==> src/hdl/itra_pkg.sv <==
// Shared types, constants and helpers for the integer to radix ASCII converter.
package itra_pkg;

	localparam int WORD_BITS_DEF = 32;
	localparam int VALUE_W       = 32;
	localparam int RADIX_W       = 6;
	localparam int DIGIT_W       = 6;
	localparam int CHAR_W        = 8;

	localparam logic [RADIX_W-1:0] RADIX_RESET = 6'd10;
	localparam logic [RADIX_W-1:0] RADIX_MIN   = 6'd2;
	localparam logic [RADIX_W-1:0] RADIX_MAX   = 6'd36;
	localparam logic [RADIX_W-1:0] RADIX_DEC   = 6'd10;

	localparam logic [CHAR_W-1:0] CHAR_ZERO  = 8'h30;
	localparam logic [CHAR_W-1:0] CHAR_A     = 8'h61;
	localparam logic [CHAR_W-1:0] CHAR_MINUS = 8'h2d;
	localparam logic [DIGIT_W-1:0] DIGIT_TEN = 6'd10;

	localparam logic FUNC_SIGNED = 1'b0;

	typedef struct packed {
		logic               func;
		logic [VALUE_W-1:0] value;
	} itra_in_t;

	typedef struct packed {
		logic [CHAR_W-1:0] text_char;
		logic              last;
	} itra_out_t;

	// divider control: start a digit pass, optionally reloading the dividend
	typedef struct packed {
		logic start;
		logic load;
	} div_ctl_t;

	// divider status after a digit pass
	typedef struct packed {
		logic               done;
		logic               q_zero;
		logic [DIGIT_W-1:0] rem;
	} div_stat_t;

	typedef enum logic [1:0] {
		ST_IDLE,
		ST_DIV,
		ST_SIGN,
		ST_EMIT
	} itra_state_t;

	// saturate the programmed base into 2..36
	function automatic logic [RADIX_W-1:0] clamp_radix(input logic [RADIX_W-1:0] r);
		logic [RADIX_W-1:0] res;
		res = r;
		if (r < RADIX_MIN) res = RADIX_MIN;
		if (r > RADIX_MAX) res = RADIX_MAX;
		return res;
	endfunction

	// digit value to lower-case ASCII
	function automatic logic [CHAR_W-1:0] digit_to_ascii(input logic [DIGIT_W-1:0] d);
		logic [CHAR_W-1:0] res;
		if (d >= DIGIT_TEN)
			res = CHAR_A + CHAR_W'(d - DIGIT_TEN);
		else
			res = CHAR_ZERO + CHAR_W'(d);
		return res;
	endfunction

endpackage

==> src/hdl/itra_div.sv <==
// Bit-serial restoring divider by the radix: one quotient bit per cycle.
module itra_div #(
	parameter int WORD_BITS = 32
) (
	input  logic                     clk,
	input  logic                     arst_n,
	input  itra_pkg::div_ctl_t       ctl,
	input  logic [WORD_BITS-1:0]     load_value,
	input  logic [itra_pkg::RADIX_W-1:0] radix,
	output itra_pkg::div_stat_t      stat
);
	import itra_pkg::*;

	localparam int CntW = $clog2(WORD_BITS + 1);

	logic                 run_q;
	logic                 done_q;
	logic [CntW-1:0]      cnt_q;
	logic [WORD_BITS-1:0] q_q;
	logic [DIGIT_W-1:0]   r_q;
	logic                 nz_q;

	logic [DIGIT_W:0]     trial;
	logic                 qbit;
	logic [DIGIT_W-1:0]   r_next;

	// one restoring step: shift in the next dividend bit, subtract if it fits
	always_comb begin
		trial  = {r_q, q_q[WORD_BITS-1]};
		qbit   = (trial >= {1'b0, radix});
		r_next = qbit ? DIGIT_W'(trial - {1'b0, radix}) : DIGIT_W'(trial);
	end

	// control
	always_ff @(posedge clk or negedge arst_n) begin
		if (!arst_n) begin
			run_q  <= 1'b0;
			done_q <= 1'b0;
			cnt_q  <= '0;
		end else begin
			done_q <= 1'b0;
			if (ctl.start) begin
				run_q <= 1'b1;
				cnt_q <= CntW'(WORD_BITS);
			end else if (run_q) begin
				cnt_q <= cnt_q - 1'b1;
				if (cnt_q == CntW'(1)) begin
					run_q  <= 1'b0;
					done_q <= 1'b1;
				end
			end
		end
	end

	// datapath: dividend/quotient shift register and remainder
	always_ff @(posedge clk) begin
		if (ctl.start) begin
			if (ctl.load) q_q <= load_value;
			r_q  <= '0;
			nz_q <= 1'b0;
		end else if (run_q) begin
			q_q  <= {q_q[WORD_BITS-2:0], qbit};
			r_q  <= r_next;
			nz_q <= nz_q | qbit;
		end
	end

	assign stat.done   = done_q;
	assign stat.q_zero = !nz_q;
	assign stat.rem    = r_q;

endmodule

==> src/hdl/itra_stack.sv <==
// Digit LIFO: digits come out least significant last, so the text reads MSB first.
module itra_stack #(
	parameter int WORD_BITS = 32
) (
	input  logic                          clk,
	input  logic                          arst_n,
	input  logic                          push,
	input  logic                          pop,
	input  logic [itra_pkg::DIGIT_W-1:0]  din,
	output logic [itra_pkg::DIGIT_W-1:0]  dout,
	output logic [$clog2(WORD_BITS+1)-1:0] count
);
	import itra_pkg::*;

	localparam int CntW = $clog2(WORD_BITS + 1);

	logic [DIGIT_W-1:0] stk_q [WORD_BITS];
	logic [CntW-1:0]    cnt_q;

	// fill level
	always_ff @(posedge clk or negedge arst_n) begin
		if (!arst_n) begin
			cnt_q <= '0;
		end else if (push) begin
			cnt_q <= cnt_q + 1'b1;
		end else if (pop) begin
			cnt_q <= cnt_q - 1'b1;
		end
	end

	// shift in at the top on push, shift toward the top on pop
	always_ff @(posedge clk) begin
		if (push) begin
			stk_q[0] <= din;
			for (int i = 1; i < WORD_BITS; i++) stk_q[i] <= stk_q[i-1];
		end else if (pop) begin
			for (int i = 0; i < WORD_BITS - 1; i++) stk_q[i] <= stk_q[i+1];
		end
	end

	assign dout  = stk_q[0];
	assign count = cnt_q;

endmodule

==> src/hdl/integer_to_radix_ascii.sv <==
// Top level: integer to radix ASCII text converter.
//
//  channel  | signals                       | transfer when
//  ---------+-------------------------------+---------------------------
//  item     | start, busy, item             | start && !busy
//  result   | strobe, result                | strobe (one cycle, no stall)
//  config   | cfg_valid, cfg_ready, cfg_data| cfg_valid && cfg_ready
//
// Each digit takes one full pass of the bit-serial divider over all WORD_BITS
// dividend bits; a minus sign, when present, adds one character.
// Characters leave on consecutive cycles, the last one flagged; the receiver
// cannot stall them. busy is high from the accepted item until the last
// character is presented. Reset is asynchronous, active low; radix resets to 10.
module integer_to_radix_ascii #(
	parameter int WORD_BITS = itra_pkg::WORD_BITS_DEF
) (
	input  logic                          clk,
	input  logic                          arst_n,
	input  logic                          start,
	output logic                          busy,
	input  itra_pkg::itra_in_t            item,
	output logic                          strobe,
	output itra_pkg::itra_out_t           result,
	input  logic                          cfg_valid,
	output logic                          cfg_ready,
	input  logic [itra_pkg::RADIX_W-1:0]  cfg_data
);
	import itra_pkg::*;

	localparam int CntW     = $clog2(WORD_BITS + 1);
	localparam int CopyBits = (WORD_BITS < VALUE_W) ? WORD_BITS : VALUE_W;

	itra_state_t          state_q, state_d;
	logic [RADIX_W-1:0]   radix_q;
	logic [RADIX_W-1:0]   radix_eff;
	logic                 neg_q, neg_d;
	logic                 strobe_q, strobe_d;
	itra_out_t            result_q, result_d;

	logic [WORD_BITS-1:0] word;
	logic [WORD_BITS-1:0] load_value;
	div_ctl_t             div_ctl;
	div_stat_t            div_stat;
	logic                 push, pop;
	logic [DIGIT_W-1:0]   top_digit;
	logic [CntW-1:0]      depth;

	// configuration register
	assign cfg_ready = 1'b1;
	always_ff @(posedge clk or negedge arst_n) begin
		if (!arst_n) begin
			radix_q <= RADIX_RESET;
		end else if (cfg_valid && cfg_ready) begin
			radix_q <= cfg_data;
		end
	end
	assign radix_eff = clamp_radix(radix_q);

	// take the low word bits, negate for a signed negative decimal value
	always_comb begin
		word = '0;
		word[CopyBits-1:0] = item.value[CopyBits-1:0];
		neg_d = (item.func == FUNC_SIGNED) && (radix_eff == RADIX_DEC) && word[WORD_BITS-1];
		load_value = neg_d ? (~word + 1'b1) : word;
	end

	itra_div #(.WORD_BITS(WORD_BITS)) u_div (
		.clk        (clk),
		.arst_n     (arst_n),
		.ctl        (div_ctl),
		.load_value (load_value),
		.radix      (radix_eff),
		.stat       (div_stat)
	);

	itra_stack #(.WORD_BITS(WORD_BITS)) u_stack (
		.clk    (clk),
		.arst_n (arst_n),
		.push   (push),
		.pop    (pop),
		.din    (div_stat.rem),
		.dout   (top_digit),
		.count  (depth)
	);

	// sequencer: divide until the quotient is zero, then emit sign and digits
	always_comb begin
		state_d       = state_q;
		div_ctl.start = 1'b0;
		div_ctl.load  = 1'b0;
		push          = 1'b0;
		pop           = 1'b0;
		strobe_d      = 1'b0;
		result_d      = result_q;
		case (state_q)
			ST_IDLE: begin
				if (start) begin
					div_ctl.start = 1'b1;
					div_ctl.load  = 1'b1;
					state_d       = ST_DIV;
				end
			end
			ST_DIV: begin
				if (div_stat.done) begin
					push = 1'b1;
					if (div_stat.q_zero)
						state_d = neg_q ? ST_SIGN : ST_EMIT;
					else
						div_ctl.start = 1'b1;
				end
			end
			ST_SIGN: begin
				strobe_d           = 1'b1;
				result_d.text_char = CHAR_MINUS;
				result_d.last      = 1'b0;
				state_d            = ST_EMIT;
			end
			ST_EMIT: begin
				pop                = 1'b1;
				strobe_d           = 1'b1;
				result_d.text_char = digit_to_ascii(top_digit);
				result_d.last      = (depth == CntW'(1));
				if (depth == CntW'(1)) state_d = ST_IDLE;
			end
			default: begin
				state_d = ST_IDLE;
			end
		endcase
	end

	// state and output registers
	always_ff @(posedge clk or negedge arst_n) begin
		if (!arst_n) begin
			state_q  <= ST_IDLE;
			strobe_q <= 1'b0;
		end else begin
			state_q  <= state_d;
			strobe_q <= strobe_d;
		end
	end

	always_ff @(posedge clk) begin
		result_q <= result_d;
		if (state_q == ST_IDLE && start) neg_q <= neg_d;
	end

	assign busy   = (state_q != ST_IDLE);
	assign strobe = strobe_q;
	assign result = result_q;

	// characters of one text leave back to back
	a_contiguous: assert property (@(posedge clk) disable iff (!arst_n)
		strobe && !result.last |=> strobe)
		else $error("gap inside a text");

	// the last character coincides with the block going idle
	a_last_idle: assert property (@(posedge clk) disable iff (!arst_n)
		strobe && result.last |-> !busy)
		else $error("busy after last character");

	// no character in the cycle after an item transfer
	a_no_early: assert property (@(posedge clk) disable iff (!arst_n)
		start && !busy |=> !strobe)
		else $error("character right after item transfer");

endmodule

==> config.mk <==
export PLATFORM = sky130hd
export DESIGN_NAME = integer_to_radix_ascii
export DESIGN_NICKNAME = d
export VERILOG_FILES = /design/src/hdl/itra_pkg.sv /design/src/hdl/itra_div.sv /design/src/hdl/itra_stack.sv /design/src/hdl/integer_to_radix_ascii.sv
export SDC_FILE = /design/constraint.sdc
export NUM_CORES = 1
export LEC_CHECK = 0
export BUFFER_PORTS_ARGS = -buffer_cell sky130_fd_sc_hd__buf_2
export CORE_ASPECT_RATIO = 0.6
export CORE_MARGIN = 4
export CORE_UTILIZATION = 55
export CTS_CLUSTER_SIZE = 14
export DETAILED_ROUTE_END_ITERATION = 6
export GPL_TIMING_DRIVEN = 1
export PLACE_DENSITY = 0.8
export SLEW_MARGIN = 20
export SYNTH_ARGS = -nofsm -noshare
export SYNTH_HDL_FRONTEND = slang
export SYNTH_SLANG_ARGS = --single-unit
==> constraint.sdc <==
create_clock -name clk -period 6.7 [get_ports clk]
set_input_delay 1.34 -clock clk [delete_from_list [all_inputs] [get_ports clk]]
set_output_delay 1.34 -clock clk [all_outputs]
set_load 0.01 [all_outputs]
==> impl_metrics.ini <==
[global_routing]
gr-total-overflow = 0
grt_pass1_wl_mm = 35.4
grt_max_degree = 108
grt_pass1_vias = 6996
antenna_found_initial = 0
grt_usage_pct = 17.1

[synth]
synth_edf_count = 234
synth_flop_cell = edfxtp_1
ys_seq_area_share_pct = 63.0
synth-seq-cells = 264
synthCells = 1029
yosys_warnings = 0
yosys-top-cells-area = edfxtp_1, mux2_2, nand2_1
ys_types = 52
synth_top_area_cell = edfxtp_1
async_flop_share_pct = 8.71
syn_nets = 1095
syn_area_per_cell_um2 = 12.0
netlist_area_mm2 = 0.0123
yosys.area.top_type_share_pct = 57.1

[clocking]
cts_setup_buffers = 0
post_cts_resized = 0
hold_buffers = 0
path_clk_slew_ns = 0.07
clock_latency_ns = 0.52
cts_tree = built
cts_htree_levels = 1
clock_tree.root_cell = clkbuf_16
cts_buffer_depth = 3
numClockSinks = 264
numCtsBuffers = 24

[detailed_routing]
vias = 7618
routedWlPerCell_um = 16.1
drcViolationCount = 0
wl_mm = 22.0
ant_nets = 0
drt_first_pass_iters = 5
vias_per_cell = 5.56
first_iter_violations = 713

[placement]
dp_cells = 1326
hpwlAfterDp_mm = 13.8
place_area_mm2 = 0.0128
portBuffers = 53
place_ws_ns = 2.59
gp_congestion = 0.849

[final_layout]
seq_area_mm2 = 0.00774
multi_input_comb_area_mm2 = 0.00432
nNetsFinal = 1132
area_growth_pct = 10.1
final_cells = 1369
drive_gt1_share_pct = 19.9
fill_cells = 1689
finish.instance_area_mm2 = 0.0135
diodes = 0

[job]
cap_violations = 0

[setup_path]
cpMostUsedCell = nor4_1
critPathRequiredTime_ns = 6.95
rrSetupSlack_ns = 3.37
r2r-start = state_q[1]
crit_path_start = item[4]
critPathCapture = u_div.q_q[24]
cp_cell_sequence = buf_2, nor4_1, nand4_1, nor4_1, a21oi_1, xnor2_1, o21ai_0
critPathSlowestCell = nor4_1
rr_worst_depth = 10
cp_max_fo = 5
path_class = primary input to flop
critPathCaptureType = flop
reg2reg_to = u_div.q_q[7]
cp-start-kind = primary input
cp.arrival_ns = 3.85
slowest_delay_ns = 0.78

[sta]
period_share_pct = 53.7
tns_ns = 0
max_freq_mhz = 278
setup_viol = 0
drv_slew = 0
skew_ns = 0.0136
rsz0062_at_grt = no
setup_ws_ns = 3.10
hold_viol_final = 0
worst_pin_slew_ns = 1.07
post-route-min-period_ns = 3.60
timing.slew.headroom_pct = 28.9

[floorplan]
die-area_mm2 = 0.0249
row_count = 42
top_level_ports = 55
start_util_pct = 55.9
die_h_um = 124
fp.dieW_um = 201
placeableCoreArea_mm2 = 0.0220

[min_path]
hp-start = u_stack.stk_q[15][0]
hp-class = flop to flop

[pwr]
finalPower_mw = 6.23
leakage_nw = 5.13
ir_drop_mv = 0.343
p_per_area_mw_per_mm2 = 460

[status]
status = finished clean
-- metrics by stage --
step | hold slack, ns | utilization (%)
after floorplan | 0.426 | -
after global placement | 0.430 | 58.3
after detailed placement | 0.432 | 58.3
after CTS | 0.445 | 61.5
after global routing | 0.451 | 61.5
final | 0.445 | 61.5
-- kinds of logic after synthesis --
logic type	share of synthesized area [%]
compound gates	4.83
xor+xnor	3.63
fa+ha+maj	2.40
buf+inv	2.24
flops	63.0
mux	10.2
other cells	0.0305
simple gates	13.7
-- cells in the mapped netlist (2+ instances only) --
master    count
xnor2_1      27
nor4_1        8
ha_1         22
or3_1         3
nand3b_1      3
dfstp_2       2
xor2_1       24
dfrtp_1      21
or4_1         3
nand2b_1      4
nor3_1       12
nor2_1       37
o21ai_0      45
and3_1        2
mux2i_1       3
or4_4         2
buf_1         5
edfxtp_1    234
o41ai_1       3
a31oi_1       6
a21o_1        2
o211ai_1      3
inv_1        22
mux2_2      109
nand2_1     303
nand4_1       7
nand3_1      10
clkbuf_1     42
dfxtp_1       7
o31ai_1       7
or2_2         6
a21oi_1      24
nor2b_1       2
-- area by class of cell --
type	instances	area share (%)
tap	286	2.64
inverter	23	0.637
multi-input combinational	693	31.9
sequential	264	57.2
timing repair buffer	60	2.44
clock inverter	7	0.259
clock buffer	36	5.00
-- state kept, by name (all words and copies together) (netlist names) --
signal	cells
u_stack.stk_q	192
u_div.q_q	32
result	9
radix_q	6
u_div.cnt_q	6
u_div.r_q	6
u_stack.count	6
state_q	2
neg_q	1
strobe	1
u_div.done_q	1
u_div.nz_q	1
u_div.run_q	1
-- worst min path at each step --
| stage | slack (ns) | endpoint | cells past startpoint |
|---|---|---|---|
| 6_report | 0.44 | u_stack.stk_q[15][6] | 0 |
| 5_1_grt | 0.45 | u_stack.stk_q[15][6] | 0 |
| 4_1_cts | 0.44 | u_stack.stk_q[15][6] | 0 |
| 3_5_place_dp | 0.43 | u_stack.stk_q[15][6] | 0 |
| 3_3_place_gp | 0.43 | u_stack.stk_q[15][10] | 0 |
| 2_1_floorplan | 0.43 | u_stack.stk_q[15][10] | 0 |
-- critical path: cells and delay by family --
kind                      cells  cell delay (ns)
and+or+nand+nor               3             1.85
AOI/OAI and AO/OA             2             0.29
xor gates and xnor gates      1             0.24
buffers and inverters         1             0.11
-- cells in the final DEF, fill, tap and decap left out, drive strengths merged, types with 4 or more instances in the layout --
| cell type | netlist | final |
|---|---|---|
| a21oi | 24 | 24 |
| a31oi | 6 | 6 |
| buf | 7 | 60 |
| clkbuf | 42 | 36 |
| clkinv | 1 | 7 |
| dfrtp | 21 | 21 |
| dfxtp | 7 | 7 |
| edfxtp | 234 | 234 |
| ha | 22 | 22 |
| inv | 22 | 23 |
| mux2 | 109 | 109 |
| nand2 | 303 | 303 |
| nand2b | 4 | 4 |
| nand3 | 10 | 10 |
| nand4 | 7 | 7 |
| nor2 | 37 | 37 |
| nor3 | 12 | 12 |
| nor4 | 8 | 8 |
| o21ai | 46 | 46 |
| o31ai | 8 | 8 |
| or2 | 6 | 6 |
| or4 | 5 | 5 |
| xnor2 | 27 | 27 |
| xor2 | 24 | 24 |
-- metal layers --
metal  GRT usage [%]  vias to the layer above  part of all wire [%]
li1                -                     3700                     -
met1            27.6                     3671                    50
met2            24.7                      222                    43
met3            2.78                       25                   5.3
met4            3.31                        0                   1.4
met5               0                        -                     0
-- where the power goes --
| group | switching (mW) | internal (mW) | total, mW |
|---|---|---|---|
| clock network | 0.577 | 0.699 | 1.28 |
| logic | 1.03 | 0.791 | 1.82 |
| registers | 0.352 | 2.78 | 3.14 |
| total | 1.95 | 4.27 | 6.23 |
No activity file was read; power rests on OpenSTA's default activity.
